<file path="src/streaming_viterbi_decoder_defines.svh">
// Assertion helpers for the Viterbi decoder.
`ifndef STREAMING_VITERBI_DECODER_DEFINES_SVH
`define STREAMING_VITERBI_DECODER_DEFINES_SVH

// Same-cycle implication, checked on every rising edge outside reset.
`define SVD_ASSERT_NOW(label, ante, cons, msg) \
  label: assert property (@(posedge clk) disable iff (rst) (ante) |-> (cons)) else $error(msg);

// Next-cycle implication, checked on every rising edge outside reset.
`define SVD_ASSERT_NEXT(label, ante, cons, msg) \
  label: assert property (@(posedge clk) disable iff (rst) (ante) |=> (cons)) else $error(msg);

`endif

</file>
<file path="src/svd_pkg.sv">
package svd_pkg;

  localparam int DEPTH        = 64;
  localparam int SOFT_WIDTH   = 8;
  localparam int METRIC_WIDTH = 16;
  localparam int NUM_STATES   = 64;
  localparam int STATE_W      = 6;
  localparam int SLOT_W       = $clog2(DEPTH);
  localparam int CNT_W        = $clog2(DEPTH + 1);
  localparam int CAND_W       = METRIC_WIDTH + SOFT_WIDTH + 2;
  localparam int NUM_GROUPS   = 8;
  localparam int GROUP_SIZE   = NUM_STATES / NUM_GROUPS;

  localparam logic [6:0] GEN_FIRST  = 7'h6D;
  localparam logic [6:0] GEN_SECOND = 7'h4F;

  localparam logic [1:0] CMD_UPDATE  = 2'd0;
  localparam logic [1:0] CMD_RESTART = 2'd1;
  localparam logic [1:0] CMD_FLUSH   = 2'd2;
  localparam logic [1:0] CMD_UNUSED  = 2'd3;

  localparam logic [METRIC_WIDTH-1:0] METRIC_CAP = '1;

  typedef struct packed {
    logic [1:0]        command;
    logic signed [7:0] soft_first;
    logic signed [7:0] soft_second;
    logic [5:0]        start_state;
  } item_t;

  typedef struct packed {
    logic decoded_bit;
    logic last_of_run;
  } result_t;

  typedef enum logic [3:0] {
    S_IDLE,
    S_ACS,
    S_MIN1,
    S_MIN2,
    S_NORM,
    S_CHECK,
    S_TRACE,
    S_UPD_EMIT,
    S_FLUSH_EMIT
  } svd_state_t;

  typedef struct packed {
    logic                     init;
    logic [STATE_W-1:0]       init_state;
    logic                     acs_en;
    logic                     min1_en;
    logic                     min2_en;
    logic                     norm_en;
    logic signed [CAND_W-1:0] soft1;
    logic signed [CAND_W-1:0] soft2;
  } acs_ctrl_t;

  typedef struct packed {
    logic                  wr_en;
    logic [SLOT_W-1:0]     wr_slot;
    logic [NUM_STATES-1:0] wr_data;
    logic                  start;
    logic [SLOT_W-1:0]     start_slot;
    logic [CNT_W-1:0]      steps;
    logic [STATE_W-1:0]    start_state;
  } tb_ctrl_t;

  typedef struct packed {
    logic               step_valid;
    logic               step_bit;
    logic               done;
    logic [STATE_W-1:0] trace_state;
  } tb_stat_t;

  // Sign-extend the low SOFT_WIDTH bits of a soft input.
  function automatic logic signed [CAND_W-1:0] soft_ext(input logic [7:0] raw);
    logic signed [SOFT_WIDTH-1:0] v;
    v = raw[SOFT_WIDTH-1:0];
    return CAND_W'(v);
  endfunction

  // Cost of one branch: +soft where the coded bit is 1, -soft where it is 0.
  function automatic logic signed [CAND_W-1:0] branch_metric(
    input logic [6:0]               r,
    input logic signed [CAND_W-1:0] s1,
    input logic signed [CAND_W-1:0] s2
  );
    logic signed [CAND_W-1:0] a;
    logic signed [CAND_W-1:0] b;
    a = (^(r & GEN_FIRST)) ? s1 : -s1;
    b = (^(r & GEN_SECOND)) ? s2 : -s2;
    return a + b;
  endfunction

endpackage

</file>
<file path="src/svd_traceback.sv">
module svd_traceback (
  input  logic              clk,
  input  logic              rst,
  input  svd_pkg::tb_ctrl_t ctrl,
  output svd_pkg::tb_stat_t stat
);
  import svd_pkg::*;

  logic [NUM_STATES-1:0] ring [DEPTH];
  logic [NUM_STATES-1:0] rd_data;
  logic                  rd_valid;
  logic [SLOT_W-1:0]     rd_addr;
  logic [CNT_W-1:0]      issue_left;
  logic [STATE_W-1:0]    st;
  logic                  done;

  function automatic logic [SLOT_W-1:0] prev_slot(input logic [SLOT_W-1:0] x);
    return (x == '0) ? SLOT_W'(DEPTH - 1) : x - 1'b1;
  endfunction

  // Survivor ring: one decision word written per update, one read per step.
  always_ff @(posedge clk) begin
    if (ctrl.wr_en) begin
      ring[ctrl.wr_slot] <= ctrl.wr_data;
    end
    if (issue_left != '0) begin
      rd_data <= ring[rd_addr];
    end
  end

  // Read sequencer walks the ring from the newest slot backwards.
  always_ff @(posedge clk) begin
    if (rst) begin
      rd_valid <= 1'b0;
      issue_left <= '0;
      done <= 1'b0;
    end else begin
      rd_valid <= (issue_left != '0);
      done <= rd_valid && (issue_left == '0);
      if (ctrl.start) begin
        rd_addr <= prev_slot(ctrl.start_slot);
        issue_left <= ctrl.steps;
      end else if (issue_left != '0) begin
        rd_addr <= prev_slot(rd_addr);
        issue_left <= issue_left - 1'b1;
      end
    end
  end

  // Trace state: shift in the predecessor's high bit from the decision word.
  always_ff @(posedge clk) begin
    if (ctrl.start) begin
      st <= ctrl.start_state;
    end else if (rd_valid) begin
      st <= {rd_data[st], st[STATE_W-1:1]};
    end
  end

  assign stat.step_valid  = rd_valid;
  assign stat.step_bit    = st[0];
  assign stat.done        = done;
  assign stat.trace_state = st;

endmodule

</file>
<file path="config.mk">
export PLATFORM = sky130hd
export DESIGN_NAME = svd_traceback
export DESIGN_NICKNAME = d
export VERILOG_FILES = /design/src/streaming_viterbi_decoder_defines.svh /design/src/svd_pkg.sv /design/src/svd_traceback.sv
export SDC_FILE = /design/constraint.sdc
export NUM_CORES = 2
export LEC_CHECK = 0
export BUFFER_PORTS_ARGS = -buffer_cell sky130_fd_sc_hd__buf_4
export CAP_MARGIN = 20
export CORE_ASPECT_RATIO = 0.7
export CORE_MARGIN = 2
export CORE_UTILIZATION = 60
export DETAILED_ROUTE_END_ITERATION = 6
export PLACE_DENSITY = 0.76
export SLEW_MARGIN = 30
export SYNTH_ARGS = -nofsm -noshare
export SYNTH_HDL_FRONTEND = slang
export SYNTH_SLANG_ARGS = --single-unit
</file>
<file path="constraint.sdc">
create_clock -name clk -period 7.25 [get_ports clk]
set_input_delay 0 -clock clk [delete_from_list [all_inputs] [get_ports clk]]
set_output_delay 0 -clock clk [all_outputs]
set_load 0.05 [all_outputs]
</file>
==> run_summary.xml <==
<?xml version="1.0" encoding="UTF-8"?>
<metrics>
  <group name="clock_tree">
    <metric name="path_clk_slew" unit="ns">0.07</metric>
    <metric name="h_tree_level_count" unit="">5</metric>
    <metric name="root_buffer" unit="">sky130_fd_sc_hd__clkbuf_16</metric>
    <metric name="numCtsBuffers" unit="">369</metric>
    <metric name="later_pin_clock_latency_in_the_skew_report" unit="ns">0.92</metric>
    <metric name="cts_tree" unit="">done</metric>
    <metric name="cts_num_sinks" unit="">4181</metric>
    <metric name="cts.path.max_buffers" unit="">4</metric>
    <metric name="cts-resized-gates" unit="">0</metric>
    <metric name="cts_setup_buffers" unit="">0</metric>
  </group>
  <group name="drt">
    <metric name="wl" unit="um">458000</metric>
    <metric name="dr.pass1.iters" unit="">6</metric>
    <metric name="final_antenna_net_count" unit="">0</metric>
    <metric name="viasPerCell" unit="">7.51</metric>
    <metric name="avgRoutedWirePerCell" unit="um">42.5</metric>
    <metric name="post-route-drc-count" unit="">0</metric>
    <metric name="detailroute.via_count" unit="">80800</metric>
    <metric name="dr.first_iter.drc_count" unit="">15700</metric>
  </group>
  <group name="worst_setup_path">
    <metric name="worst_setup_path_category" unit="">reg -&gt; reg</metric>
    <metric name="worst-endpoint-required" unit="ns">7.88</metric>
    <metric name="timing.critical_path.slowest_cell_delay" unit="ns">0.95</metric>
    <metric name="path_common_cell" unit="">sky130_fd_sc_hd__mux4_2</metric>
    <metric name="largest_driver_fanout_on_the_critical_path" unit="">19</metric>
    <metric name="cp_cell_sequence" unit="">buf_4 -&gt; mux4_2 -&gt; mux2i_1 -&gt; mux4_2 -&gt; nand3_1 -&gt; o211a_1 -&gt; dlygate4sd3_1</metric>
    <metric name="cpMaxStageDelayCell" unit="">sky130_fd_sc_hd__edfxtp_1</metric>
    <metric name="cp-start-kind" unit="">flop</metric>
    <metric name="crit_arrival" unit="ns">4.91</metric>
    <metric name="worstSetupEndpointType" unit="">flop</metric>
  </group>
  <group name="sta">
    <metric name="setup-tns-final" unit="ns">0</metric>
    <metric name="max_freq" unit="MHz">234</metric>
    <metric name="final_hold_viol_count" unit="">0</metric>
    <metric name="rsz_0062_raised_after_global_routing" unit="">false</metric>
    <metric name="final.hold.worst_slack" unit="ns">0.0694</metric>
    <metric name="timing_max_transition_violations_final" unit="">0</metric>
    <metric name="slew_headroom" unit="%">25.7</metric>
    <metric name="tightest_pin_transition" unit="ns">1.11</metric>
    <metric name="layout_worst_path_cycle_share" unit="%">59.0</metric>
    <metric name="fin_skew" unit="ns">0.0362</metric>
    <metric name="final.min_clock_period" unit="ns">4.28</metric>
    <metric name="timing.final.setup_violations" unit="">0</metric>
  </group>
  <group name="synth">
    <metric name="syn_area" unit="um^2">159000</metric>
    <metric name="synth_sequential_area_ratio" unit="%">78.8</metric>
    <metric name="syn_inst_count" unit="">6496</metric>
    <metric name="asyncSetResetFlopFracSynth" unit="%">0</metric>
    <metric name="synth_nets" unit="">6595</metric>
    <metric name="yosysWarnings" unit="">0</metric>
    <metric name="synth-edff-count" unit="">4172</metric>
    <metric name="netlist-cell-type-count" unit="">52</metric>
    <metric name="yosys_register_bits" unit="">4181</metric>
    <metric name="average_cell_area_after_synthesis" unit="um^2">24.5</metric>
    <metric name="postSynth.topFlopCell" unit="">sky130_fd_sc_hd__edfxtp_1</metric>
  </group>
  <group name="place">
    <metric name="dpl-instance-area" unit="um^2">166000</metric>
    <metric name="port_buffers" unit="">101</metric>
    <metric name="place.detailed.hpwl" unit="um">209000</metric>
    <metric name="globalplace.congestion" unit="">0.806</metric>
  </group>
  <group name="cells_and_area">
    <metric name="final_instance_area" unit="um^2">179000</metric>
    <metric name="layout-drive-gt1-share" unit="%">29.1</metric>
    <metric name="layout.cells.most_common_list" unit="">sky130_fd_sc_hd__edfxtp_1 (4172), sky130_fd_sc_hd__mux4_2 (1201), sky130_fd_sc_hd__clkbuf_16 (376), sky130_fd_sc_hd__buf_4 (208), sky130_fd_sc_hd__mux2i_1 (129)</metric>
    <metric name="fill_cells" unit="">15200</metric>
    <metric name="num-nets-final" unit="">7028</metric>
    <metric name="synthToLayoutAreaGrowth" unit="%">12.2</metric>
    <metric name="final_common_cell" unit="">sky130_fd_sc_hd__edfxtp_1</metric>
  </group>
  <group name="hold_path">
    <metric name="min_path_type" unit="">in -&gt; reg</metric>
  </group>
  <group name="pwr">
    <metric name="total_leakage_power" unit="uW">0.0555</metric>
    <metric name="vdd_drop_max" unit="V">0.000238</metric>
    <metric name="power_density_over_cell_area" unit="nW/um^2">285</metric>
    <metric name="report.power.total" unit="uW">50900</metric>
  </group>
  <group name="global_route">
    <metric name="antenna_found_initial" unit="">24</metric>
    <metric name="grtUsageTotal" unit="%">34.1</metric>
    <metric name="grt_pass1_vias" unit="">78700</metric>
    <metric name="globalRoute.totalOverflow" unit="">0</metric>
    <metric name="wire_length_of_the_first_global_routing_pass" unit="um">627000</metric>
    <metric name="largest_net_degree_at_the_start_of_global_routing" unit="">122</metric>
  </group>
  <group name="floorplanning">
    <metric name="initial_core_util" unit="%">60.2</metric>
    <metric name="die_width" unit="um">620</metric>
    <metric name="die_area" unit="um^2">270000</metric>
    <metric name="die_height" unit="um">435</metric>
    <metric name="coreArea" unit="um^2">265000</metric>
    <metric name="row_count" unit="">158</metric>
    <metric name="ios" unit="">102</metric>
  </group>
  <group name="status">
    <metric name="run_status" unit="">finished clean</metric>
  </group>
  <group name="run">
    <metric name="drv.max_cap_violation_count" unit="">0</metric>
  </group>
</metrics>
==> per-stage QoR <==
step	worst slack, ns	util, %	instances
after global routing	3.00	67.5	10800
after detailed placement	3.39	62.6	9943
after global placement	3.47	62.5	9930
after CTS	3.21	67.5	10700
final	2.97	67.5	10800
after floorplan	1.81	-	6496
==> flip-flops by register name, summed over array words and instances (netlist names) <==
signal and count:
done 1, rd_data 64, issue_left 7, st 6, rd_valid 1, rd_addr 6, ring 4096
==> cell families (layout without fill, tap and decap cells) <==
kind of cell | count (synthesis) | count (layout) | synth area share [%]
other | 0 | 19 | 0
DFF | 4181 | 4181 | 78.8
muxes | 1354 | 1354 | 18.0
xor gates and xnor gates | 12 | 12 | 0.0660
AOI/OAI and AO/OA | 256 | 256 | 1.16
buffers and inverters | 367 | 1093 | 1.11
and+or+nand+nor | 320 | 320 | 0.878
adders and majority gates | 6 | 6 | 0.0471
==> synth_stat cells, types with 6 or more instances <==
cell type	count	share of area, %
sky130_fd_sc_hd__dfxtp_1	9	0.11
sky130_fd_sc_hd__buf_6	13	0.092
sky130_fd_sc_hd__clkbuf_1	134	0.32
sky130_fd_sc_hd__nand3_1	26	0.082
sky130_fd_sc_hd__a211oi_1	18	0.085
sky130_fd_sc_hd__xnor2_1	7	0.038
sky130_fd_sc_hd__a21oi_1	46	0.14
sky130_fd_sc_hd__o22ai_1	21	0.082
sky130_fd_sc_hd__mux4_2	1201	17
sky130_fd_sc_hd__o211ai_1	6	0.028
sky130_fd_sc_hd__inv_1	10	0.024
sky130_fd_sc_hd__edfxtp_1	4172	79
sky130_fd_sc_hd__buf_1	52	0.12
sky130_fd_sc_hd__a31oi_1	8	0.031
sky130_fd_sc_hd__buf_2	114	0.36
sky130_fd_sc_hd__o22a_1	7	0.038
sky130_fd_sc_hd__nor3_1	7	0.022
sky130_fd_sc_hd__nor2b_1	24	0.094
sky130_fd_sc_hd__ha_1	6	0.047
sky130_fd_sc_hd__nand2_1	118	0.28
sky130_fd_sc_hd__a22oi_1	83	0.39
sky130_fd_sc_hd__nand2b_1	12	0.047
sky130_fd_sc_hd__mux2_2	24	0.17
sky130_fd_sc_hd__mux2i_1	129	0.81
sky130_fd_sc_hd__o221ai_1	23	0.13
sky130_fd_sc_hd__a311o_1	14	0.088
sky130_fd_sc_hd__buf_4	42	0.20
sky130_fd_sc_hd__nor2_1	112	0.26
sky130_fd_sc_hd__o21ai_0	9	0.028
==> final timing paths <==
path / start / end / slack (ns) / cells after the start
hold / removal: ctrl[89] / ring[54][7] / 0.07 / 3
setup reg to reg: st[0] / st[5] / 2.97 / 7
hold reg to reg: rd_valid / done / 0.50 / 1
setup / recovery: st[0] / st[5] / 2.97 / 7
==> routing by layer <==
layer	vias to the layer above	part of all wire, %	GRT usage, %
li1	29000	-	-
met1	42400	34	49.1
met2	8182	45	49.8
met3	1252	16	10.3
met4	24	4.7	13.9
met5	-	0.033	0
==> critical path: cells and delay by family (launching register included) <==
kind / cells / cell delay [ns]
AOI/OAI and AO/OA: 1 / 0.17
buffers and inverters: 2 / 1.30
DFF: 1 / 0.95
muxes: 3 / 1.48
and+or+nand+nor: 1 / 0.09
==> final cells by class <==
| type | count | area, um^2 | share of cell area (%) |
|---|---|---|---|
| sequential | 4181 | 125000 | 70.2 |
| multi-input combinational | 1948 | 32500 | 18.2 |
| clock buffer | 453 | 9720 | 5.44 |
| timing repair buffer | 417 | 4560 | 2.55 |
| tap | 3520 | 4400 | 2.47 |
| clock inverter | 211 | 1870 | 1.05 |
| inverter | 12 | 58.8 | 0.0329 |
| antenna | 19 | 47.5 | 0.0266 |
==> report_power, final <==
part           switching, uW  internal [uW]  total, uW
Combinational           2450           1810       4260
Sequential               286          26900      27200
Clock                   8750          10700      19400
==> repair_timing <==
| item | 4_1_cts | 5_1_grt |
|---|---|---|
| endpoints found under the setup margin | 0 | 0 |
| hold endpoints to repair | 4243 | 0 |
| hold buffers | 128 | 0 |
Power figures use the tool's default switching activity.
